===== src/hdl/ssd_pkg.sv =====
// ssd_pkg: shared types and constants for the scaled sprite depth test block.
// No dependencies; used by ssd_front, ssd_fifo, ssd_back, ssd_chk and the top level.
`timescale 1ns / 1ps

package ssd_pkg;

  localparam int TEX_AW  = 12;  // texture store address width (4096 words)
  localparam int COL_AW  = 10;  // column depth store address width (1024 words)
  localparam int DATA_W  = 32;
  localparam int DIM_W   = 16;
  localparam int PADDR_W = 20;
  localparam int SCR_AW  = 12;  // on-screen row/column width (limits up to 4096)
  localparam int Q_AW    = 2;
  localparam int Q_DEPTH = 1 << Q_AW;

  localparam logic [1:0] FN_TEX   = 2'd0;
  localparam logic [1:0] FN_DEPTH = 2'd1;
  localparam logic [1:0] FN_PIXEL = 2'd2;

  typedef enum logic [1:0] {
    K_TEX,
    K_DEPTH,
    K_PIXEL,
    K_NONE
  } kind_t;

  // one classified word as it sits in the queue
  typedef struct packed {
    kind_t                kind;
    logic [TEX_AW-1:0]    idx;    // texture write address
    logic [DATA_W-1:0]    data;   // load value, or sprite distance for pixels
    logic [COL_AW-1:0]    col;    // depth store address (load or lookup)
    logic [DIM_W-1:0]     ci;
    logic [DIM_W-1:0]     rj;
    logic [DIM_W-1:0]     size;
    logic [PADDR_W-1:0]   paddr;
  } entry_t;

endpackage


===== src/hdl/ssd_fifo.sv =====
// ssd_fifo: short queue of classified words between front and back.
// Depends on ssd_pkg.
`timescale 1ns / 1ps

module ssd_fifo (
  input  logic            clk,
  input  logic            rst_n,
  input  logic            push,
  input  ssd_pkg::entry_t push_data,
  input  logic            pop,
  output ssd_pkg::entry_t head,
  output logic            not_empty,
  output logic            not_full
);

  ssd_pkg::entry_t            mem_r [ssd_pkg::Q_DEPTH];
  logic [ssd_pkg::Q_AW-1:0]   wr_ptr_r;
  logic [ssd_pkg::Q_AW-1:0]   rd_ptr_r;
  logic [ssd_pkg::Q_AW:0]     cnt_r;
  logic                       do_push;
  logic                       do_pop;

  assign not_empty = (cnt_r != '0);
  assign not_full  = (cnt_r != (ssd_pkg::Q_AW+1)'(ssd_pkg::Q_DEPTH));
  assign do_push   = push && not_full;
  assign do_pop    = pop && not_empty;
  assign head      = mem_r[rd_ptr_r];

  always_ff @(posedge clk) begin
    if (do_push) begin
      mem_r[wr_ptr_r] <= push_data;
    end
  end

  always_ff @(posedge clk) begin
    if (!rst_n) begin
      wr_ptr_r <= '0;
      rd_ptr_r <= '0;
      cnt_r    <= '0;
    end else begin
      if (do_push) wr_ptr_r <= wr_ptr_r + 1'b1;
      if (do_pop)  rd_ptr_r <= rd_ptr_r + 1'b1;
      if (do_push && !do_pop)      cnt_r <= cnt_r + 1'b1;
      else if (do_pop && !do_push) cnt_r <= cnt_r - 1'b1;
    end
  end

endmodule


===== config.mk =====
export PLATFORM = sky130hd
export DESIGN_NAME = ssd_fifo
export DESIGN_NICKNAME = d
export VERILOG_FILES = /design/src/hdl/ssd_pkg.sv /design/src/hdl/ssd_fifo.sv
export SDC_FILE = /design/constraint.sdc
export NUM_CORES = 1
export LEC_CHECK = 0
export BUFFER_PORTS_ARGS = -buffer_cell sky130_fd_sc_hd__buf_2
export CORE_MARGIN = 1
export CORE_UTILIZATION = 31
export DETAILED_ROUTE_END_ITERATION = 16
export GPL_TIMING_DRIVEN = 0
export SETUP_SLACK_MARGIN = 0.3
export SLEW_MARGIN = 15
export SYNTH_ARGS = -nofsm -noshare
export SYNTH_HDL_FRONTEND = slang
export SYNTH_SLANG_ARGS = --single-unit

===== constraint.sdc =====
create_clock -name clk -period 4.75 [get_ports clk]
set_input_delay 0 -clock clk [delete_from_list [all_inputs] [get_ports clk]]
set_output_delay 0 -clock clk [all_outputs]
set_load 0.1 [all_outputs]

==> key figures, run 1 <==
Timing
  – Final hold violations: 0
  – Post-route clock period utilization: 55.71%
  – Final setup viols: 0
  – Worst-case clock skew: 0.01291 ns
  – Final Slew Violations: 0
  – Slew HR: 36.11%
  – RSZ-0062 raised after global routing: false
  – Fmax achieved: 377.9 MHz
  – Worst Max-Slew Pin Slew: 0.9583 ns
  – Worst setup margin: 2.104 ns
  – Final TNS setup: 0 ns
  – Final min period: 2.646 ns

Cells and area
  – Filler instances: 5089
  – Commonest cells after routing, fill and taps aside: 496 x edfxtp_1, 266 x buf_2, 127 x dlygate4sd3_1, 124 x mux4_2, 55 x clkbuf_16
  – Area grow syn2layout: 30.26%
  – Fraction of layout cells with a size suffix above 1: 40.93%
  – Core Util, Final: 41.18%
  – Most common cell after layout, fill and taps aside: edfxtp_1
  – Fin nets: 1275

Synthesis
  – Synthesized area per cell: 26.36 um^2
  – Post-synthesis compound-gate area fraction: 0.2183%
  – Post-Syn Area: 0.01834 mm^2
  – Synth warn: 0
  – Post-synthesis mux area share: 15.39%
  – XOR/XNOR share of the synthesized area: 0.1910%
  – Fraction of the yosys area taken by sequential cells: 82.18%
  – Synth Area in Adders: 0.4502%
  – Flops & latches, synth: 505
  – Cells after synthesis: 696
  – Syn Nets: 830
  – EDFF count, synth: 496
  – Top_reg_cell synth: edfxtp_1
  – Ys async rst share: 0%
  – Main combinational cell family by area after synthesis: multiplexers
  – Simple-gate share of the synthesized area: 0.4979%
  – Netlist cell types: 22

Clock tree
  – Clock root buffer: clkbuf_16
  – H-tree Lvls: 2
  – # clock sinks: 505
  – Reg clk slew, reported paths: 0.06 ns
  – CTS resizes: 0
  – Cts hold-fix bufs: 127
  – CTS max path bufs: 3
  – Post-CTS setup buffers: 0
  – CTS Buf Count: 54
  – Worst skew pair latency: 0.58 ns
  – CTS tree: done

Floorplan
  – Die Area: 0.06015 mm^2
  – Initial Util: 31.61%
  – Num ports: 254
  – Row cnt: 88
  – Core footprint: 0.05803 mm^2
  – Die Y: 245.3 um
  – Die W: 245.3 um

GRT
  – Gr usage total: 12.90%
  – Initial antenna violation count: 3
  – Largest net degree at the start of global routing: 46
  – First-pass GRT wire length: 57810 um
  – GRT overflow: 0
  – Vias in the first global route: 9823

Pwr
  – VDD IR-drop max: 0.0005229 V
  – Leakage: 8.046 nW
  – Tot Pwr: 16.17 mW
  – Cell Pwr Density: 676.6 mW/mm^2

Routing
  – DR pass1 iterations: 4
  – DRT Wirelength: 38640 um
  – Total number of vias: 8797
  – Vias per cell: 4.509
  – Wirelength per Cell: 19.81 um
  – 1st-iter DRT viols: 470
  – Final ANT Viol Nets: 0
  – DRC errors left: 0

Run
  – Number of max-cap violations: 0

Critical path
  – Critical-path top delay cell: clkbuf_1
  – Kind of critical path: register to output port
  – Worst setup EP type: output port
  – Critical Path Fanout Max: 10
  – Most frequent CP cell: buf_2
  – Critical path, cell by cell: buf_2, clkbuf_1, mux4_2, buf_2
  – Reg2reg path depth: 4
  – CP max stage delay: 0.74 ns
  – Worst EP arrival: 2.65 ns
  – Startpoint class of the critical path: register
  – CP required: 4.75 ns

Status
  – Status: finished clean

Min path
  – Hold crit path type: primary input to register
  – Hold path depth: 2

Place
  – Worst slack at placement: 2.344 ns
  – I/O Buffers: 252
  – RD Place Congestion: 0.6877
  – Post-DP HPWL: 23480 um
synth_stat cells, types with 3 or more instances:
cell      number  area (um^2)
mux4_2       124         2793
inv_1          3        11.26
ha_1           5        62.56
buf_6          8        90.09
nand2_1        5        18.77
buf_2         14        70.07
dfxtp_1        9        180.2
mux2i_1        3        30.03
edfxtp_1     496        14890
clkbuf_1       7        26.28
xnor2_1        3        26.28
and2_1         8        50.05
kinds of logic after synthesis:
group | Yosys count
flip-flops | 505
XOR/XNOR | 4
buffers and inverters | 32
AO/OA/AOI/OAI | 5
adder cells (fa/ha/maj) | 6
AND/OR/NAND/NOR | 17
multiplexers | 127
through the flow:
stage               std cells  hold slack (ns)  cell area [um^2]
global route             1951           0.1280             23900
detailed placement       1723           0.2166             20850
floorplan                 696          0.09887             18340
CTS                      1950           0.1086             23890
global placement         1713           0.2109             20560
finish                   1951           0.1678             23900
critical path, delay by kind of cell, from the launching register on:
family | cells | cell delay, ns
mux | 1 | 0.35
buf+inv | 3 | 1.40
flops | 1 | 0.30
sequential cells by signal, indices dropped and copies added, names as in the netlist, named ones only:
register	cells
cnt_r	3
rd_ptr_r	2
mem_r	496
wr_ptr_r	2
metal layers:
metal	track usage, %	part of all wire (%)	up-vias
li1	-	-	3911
met2	21.57	49	255
met4	3.401	2.0	4
met3	3.816	6.7	59
met5	0	0.080	-
met1	16.30	42	4568
layout make-up:
cell class / count / area (um^2) / share of cell area, %
repair buffers: 389 / 2808 / 11.75
flip-flops and latches: 505 / 15070 / 63.09
inverters: 3 / 11.26 / 0.04713
well taps: 765 / 957.2 / 4.006
plain buffers: 29 / 186.4 / 0.7802
diodes: 1 / 2.502 / 0.01047
multi-input cells: 159 / 3082 / 12.90
clock buffers: 65 / 1414 / 5.917
clock inverters: 35 / 360.3 / 1.508
where the power goes:
part / switching, mW / internal [mW] / leakage [nW] / total [mW]
combinational: 5.06 / 1.42 / 2.56 / 6.48
clock: 1.64 / 2.54 / 0.867 / 4.18
sequential: 0.102 / 5.40 / 4.62 / 5.51
final timing paths:
check                                               from                  endpoint  slack, ns
worst max-delay path                            register                 head[117]       2.10
worst min-delay path                       push_data[42]    mem_r[3][42]$_DFFE_PP_       0.17
worst max register to register     cnt_r[0]$_SDFFE_PN0P_    mem_r[2][20]$_DFFE_PP_       2.43
worst min register to register  wr_ptr_r[0]$_SDFFE_PN0P_  wr_ptr_r[0]$_SDFFE_PN0P_       0.51
Power figures use the tool's default switching activity.
==> run 2, diff against run 1 <==
- clock period: 4.75 -> 2.5 ns (I/O delays scaled with it)
==> run 2 against run 1 <==
Total power is 100% higher; first-iteration DRC count is 10% lower; register-to-register slack worse by 2.1 ns; setup slack worse by 1.8 ns; critical path type unchanged; die area stayed put; count of clock-buffer cells in the layout is 1 higher; clock power is 82% higher; cell count is 0.21% higher; design area is 4.7% higher.
==> key figures, run 2 (synthesized netlist as in run 1, its figures left out) <==
Place
  – I/O Buffers: 252
  – Worst slack at placement: 0.06589 ns
  – RD Place Congestion: 0.6734
  – Post-DP HPWL: 23550 um

Critical path
  – Buf/Inv on CP: 5
  – Reg2Reg Launch Point: cnt_r[1]$_SDFFE_PN0P_
  – Most frequent CP cell: buf_12
  – Startpoint class of the critical path: register
  – Worst setup EP type: output port
  – CP max stage delay: 0.50 ns
  – CP required: 2.50 ns
  – Worst EP arrival: 2.19 ns
  – Kind of critical path: register to output port
  – CP top delay family: buffers and inverters
  – Critical-path top delay cell: mux4_2
  – Critical Path Fanout Max: 6
  – Critical path, cell by cell: buf_8, buf_12, buf_12, clkbuf_16, mux4_2, buf_6

Pwr
  – Cell Pwr Density: 1298 mW/mm^2
  – Tot Pwr: 32.50 mW
  – VDD IR-drop max: 0.0009023 V
  – Leakage: 8.455 nW

Cells and area
  – Core Util, Final: 43.13%
  – Area grow syn2layout: 36.44%
  – Top reg by flops: mem_r
  – Fin nets: 1289
  – Fraction of layout cells with a size suffix above 1: 42.86%
  – ANT cells: 0
  – Most common cell after layout, fill and taps aside: edfxtp_1
  – Largest register FFs: 496
  – Commonest cells after routing, fill and taps aside: 496 x edfxtp_1, 131 x buf_2, 127 x dlygate4sd3_1, 124 x mux4_2, 103 x buf_6
  – Largest regs: mem_r x496, cnt_r x3

Status
  – Status: finished clean

Clock tree
  – Clock root buffer: clkbuf_16
  – Worst skew pair latency: 0.57 ns
  – CTS tree: done
  – # clock sinks: 505
  – CTS Buf Count: 53
  – Reg clk slew, reported paths: 0.06 ns
  – H-tree Lvls: 2
  – CTS max path bufs: 3

Timing
  – Final min period: 2.188 ns
  – Slew HR: 56.38%
  – Worst setup margin: 0.3117 ns
  – Final setup viols: 0
  – Final hold violations: 0
  – Fmax achieved: 457.0 MHz
  – Post-route clock period utilization: 87.53%
  – Final Slew Violations: 0
  – RSZ-0062 raised after global routing: true
  – Worst Max-Slew Pin Slew: 0.6543 ns
  – Worst-case clock skew: 0.01103 ns

Floorplan
  – Num ports: 254
  – Initial Util: 31.61%
  – Die W: 245.3 um
  – Die Y: 245.3 um
  – Core footprint: 0.05803 mm^2
  – Die Area: 0.06015 mm^2
  – Row cnt: 88

Routing
  – DRC errors left: 0
  – Total number of vias: 8854
  – Final ANT Viol Nets: 0
  – DR pass1 iterations: 4
  – Vias per cell: 4.529
  – DRT Wirelength: 39220 um
  – Wirelength per Cell: 20.06 um
  – 1st-iter DRT viols: 422

Min path
  – Hold crit path type: primary input to register
  – Hold Startpoint: push_data[72]

GRT
  – First-pass GRT wire length: 59140 um
  – GRT overflow: 0
  – Initial antenna violation count: 1
  – Largest net degree at the start of global routing: 47
  – Vias in the first global route: 9915
  – Gr usage total: 13.16%

Run
  – Number of max-cap violations: 0
[run 2: final timing paths]
path / endpoint / slack, ns / depth (start not counted)
hold reg to reg: wr_ptr_r[0]$_SDFFE_PN0P_ / 0.51 / 2
hold / removal: mem_r[0][72]$_DFFE_PP_ / 0.17 / 2
setup reg to reg: cnt_r[2]$_SDFFE_PN0P_ / 0.32 / 7
setup / recovery: head[83] / 0.31 / 6
[run 2: area by class of cell]
class	count	area, um^2
tap	765	957.2
timing repair buffer	402	3827
multi-input combinational	161	3109
sequential	505	15080
inverter	3	11.26
fill	4971	33000
clock inverter	24	239.0
buffer	29	369.1
clock buffer	66	1438
[run 2: routing by layer]
metal	vias to the layer above	GRT usage, %	wire length (um)
li1	3938	-	-
met1	4611	16.78	16270
met2	239	21.89	19540
met3	64	3.543	2576
met4	2	3.879	825
met5	-	0	8
[run 2: through the flow]
stage               cells  instance area [um^2]  setup TNS [ns]  hold WS (ns)
detailed placement   1724                 20870               0        0.2157
global placement     1713                 20570         -908.93        0.2112
CTS                  1951                 24810               0        0.1187
finish               1955                 25030               0        0.1730
floorplan             696                 18350         -147.53       0.09887
global route         1955                 25030               0        0.1408
[run 2: power by group]
part | total, mW | switching [mW] | internal [mW] | leakage, nW
Sequential | 10.5 | 0.203 | 10.3 | 4.62
Clock | 7.59 | 3.05 | 4.55 | 0.828
Combinational | 14.4 | 9.97 | 4.46 | 3.01
Total | 32.5 | 13.2 | 19.3 | 8.46
[run 2: repair_timing]
action,in CTS,in global routing
hold buffers,127,0
pin swaps,3,1
endpoints found under the hold margin,505,0
gates cloned,3,3
endpoints found under the setup margin,319,110
gates resized for setup,276,33
buffers inserted,7,1
==> run 3, diff against run 2 <==
==> constraint.sdc (replaced) <==
create_clock -name clk -period 2.5 [get_ports clk]
set_input_delay 0 -clock clk [delete_from_list [all_inputs] [get_ports clk]]
set_output_delay 0 -clock clk [all_outputs]
set_load 0.05 [all_outputs]
==> run 3 against run 2 <==
Count of clock-buffer cells in the layout did not move; sequential share of layout area rose by 0.80 points; setup slack improved by 0.024 ns; via count barely moved; cell count rose by 0.15%; register-to-register slack improved by 0.02 ns; utilization fell by 0.56 points; die area did not move; highest routed layer unchanged.
==> key figures, run 3 (synthesized netlist as in run 1, its figures left out) <==
Timing
  – Final Slew Violations: 0
  – Worst setup margin: 0.3353 ns
  – Final hold violations: 0
  – Slew HR: 54.97%
  – Final min period: 2.165 ns
  – Worst-case clock skew: 0.007461 ns
  – Post-route clock period utilization: 86.59%
  – Fmax achieved: 462.0 MHz
  – Final setup viols: 0
  – Worst Max-Slew Pin Slew: 0.6754 ns
  – RSZ-0062 raised after global routing: true

Routing
  – Final ANT Viol Nets: 0
  – DRT Wirelength: 39930 um
  – Vias per cell: 4.521
  – Total number of vias: 8853
  – DR pass1 iterations: 4
  – 1st-iter DRT viols: 406
  – DRC errors left: 0
  – Wirelength per Cell: 20.39 um

Clock tree
  – Reg clk slew, reported paths: 0.06 ns
  – CTS tree: done
  – CTS max path bufs: 3
  – Worst skew pair latency: 0.57 ns
  – H-tree Lvls: 2
  – Clock root buffer: clkbuf_16
  – CTS Buf Count: 53
  – # clock sinks: 505

Critical path
  – Reg2Reg Setup Slack: 0.34 ns
  – Critical-path top delay cell: mux4_2
  – Critical path, cell by cell: buf_12, buf_16, clkbuf_16, mux4_2, buf_6
  – CP required: 2.50 ns
  – Startpoint class of the critical path: register
  – Worst EP arrival: 2.16 ns
  – Kind of critical path: register to output port
  – Critical Path Fanout Max: 6
  – CP max stage delay: 0.51 ns
  – Worst setup EP type: output port

Place
  – Post-DP HPWL: 23550 um
  – Placed cell areas: 0.02087 mm^2
  – Number of placed cells counting well taps: 1724
  – RD Place Congestion: 0.6734
  – Worst slack at placement: 0.06589 ns
  – I/O Buffers: 252

GRT
  – Vias in the first global route: 9837
  – Largest net degree at the start of global routing: 47
  – First-pass GRT wire length: 58530 um
  – Initial antenna violation count: 1
  – Gr usage total: 13.01%
  – GRT overflow: 0

Cells and area
  – Largest regs: mem_r x496, cnt_r x3
  – Area grow syn2layout: 34.68%
  – ANT cells: 0
  – Top reg by flops: mem_r
  – Filler instances: 4996
  – Core Util, Final: 42.58%
  – Fin nets: 1292
  – Commonest cells after routing, fill and taps aside: 496 x edfxtp_1, 188 x buf_2, 127 x dlygate4sd3_1, 124 x mux4_2, 68 x buf_6
  – Final instance area: 0.02470 mm^2
  – Largest register FFs: 496
  – Non-Filler Instances: 1958
  – Most common cell after layout, fill and taps aside: edfxtp_1
  – Fraction of layout cells with a size suffix above 1: 43.00%

Floorplan
  – Row cnt: 88
  – Die Area: 0.06015 mm^2
  – Initial Util: 31.61%
  – Num ports: 254
  – Die Y: 245.3 um
  – Die W: 245.3 um
  – Core footprint: 0.05803 mm^2

Pwr
  – Leakage: 8.355 nW
  – VDD IR-drop max: 0.0007126 V
  – Cell Pwr Density: 1141 mW/mm^2
  – Tot Pwr: 28.19 mW

Status
  – Status: finished clean

Min path
  – Hold crit path type: primary input to register

Run
  – Number of max-cap violations: 0
==> run 3: through the flow <==
stage / hold WS, ns / setup TNS (ns)
after floorplan: 0.09887 / -147.53
after global placement: 0.2112 / -908.93
after detailed placement: 0.2157 / 0
after CTS: 0.1187 / 0
after global routing: 0.1399 / 0
final: 0.1784 / 0
==> run 3: routing by layer <==
metal	track usage [%]	routed length (um)	up-vias
met5	0	8	-
met4	3.640	743	2
met3	3.532	2361	56
met2	21.66	20180	222
met1	16.63	16640	4624
li1	-	-	3949
==> run 3: worst paths after layout <==
| kind | end | start | cells after the start |
|---|---|---|---|
| max reg2reg | cnt_r[2]$_SDFFE_PN0P_ | cnt_r[1]$_SDFFE_PN0P_ | 7 |
| min | mem_r[3][67]$_DFFE_PP_ | push_data[67] | 2 |
| min reg2reg | wr_ptr_r[0]$_SDFFE_PN0P_ | wr_ptr_r[0]$_SDFFE_PN0P_ | 2 |
| max | head[80] | register | 5 |
==> run 3: report_power, final <==
part | internal, mW | total (mW) | switching (mW)
clock | 4.55 | 7.60 | 3.06
sequential | 10.3 | 10.5 | 0.218
combinational | 3.91 | 10.1 | 6.18
==> run 3: layout make-up <==
cell class	count	area, um^2	share of cell area (%)
sequential	505	15080	61.04
timing repair buffer	405	3515	14.23
multi-input combinational	161	3109	12.59
clock buffer	66	1438	5.819
tap	765	957.2	3.874
buffer	29	355.3	1.438
clock inverter	24	239.0	0.9673
inverter	3	11.26	0.04558
==> run 3: timing repair <==
action | in CTS | in global routing
pin swaps | 3 | 1
endpoints found under the setup margin | 316 | 115
gates resized for setup | 104 | 82
endpoints found under the hold margin | 505 | 0
buffers inserted | 2 | 4
gates cloned | 2 | 9
hold buffers | 127 | 0
==> run 3: critical path, delay by kind of cell (launching register included) <==
family / cells / cell delay, ns
buffers and inverters: 4 / 0.67
multiplexers: 1 / 0.51
flip-flops: 1 / 0.38
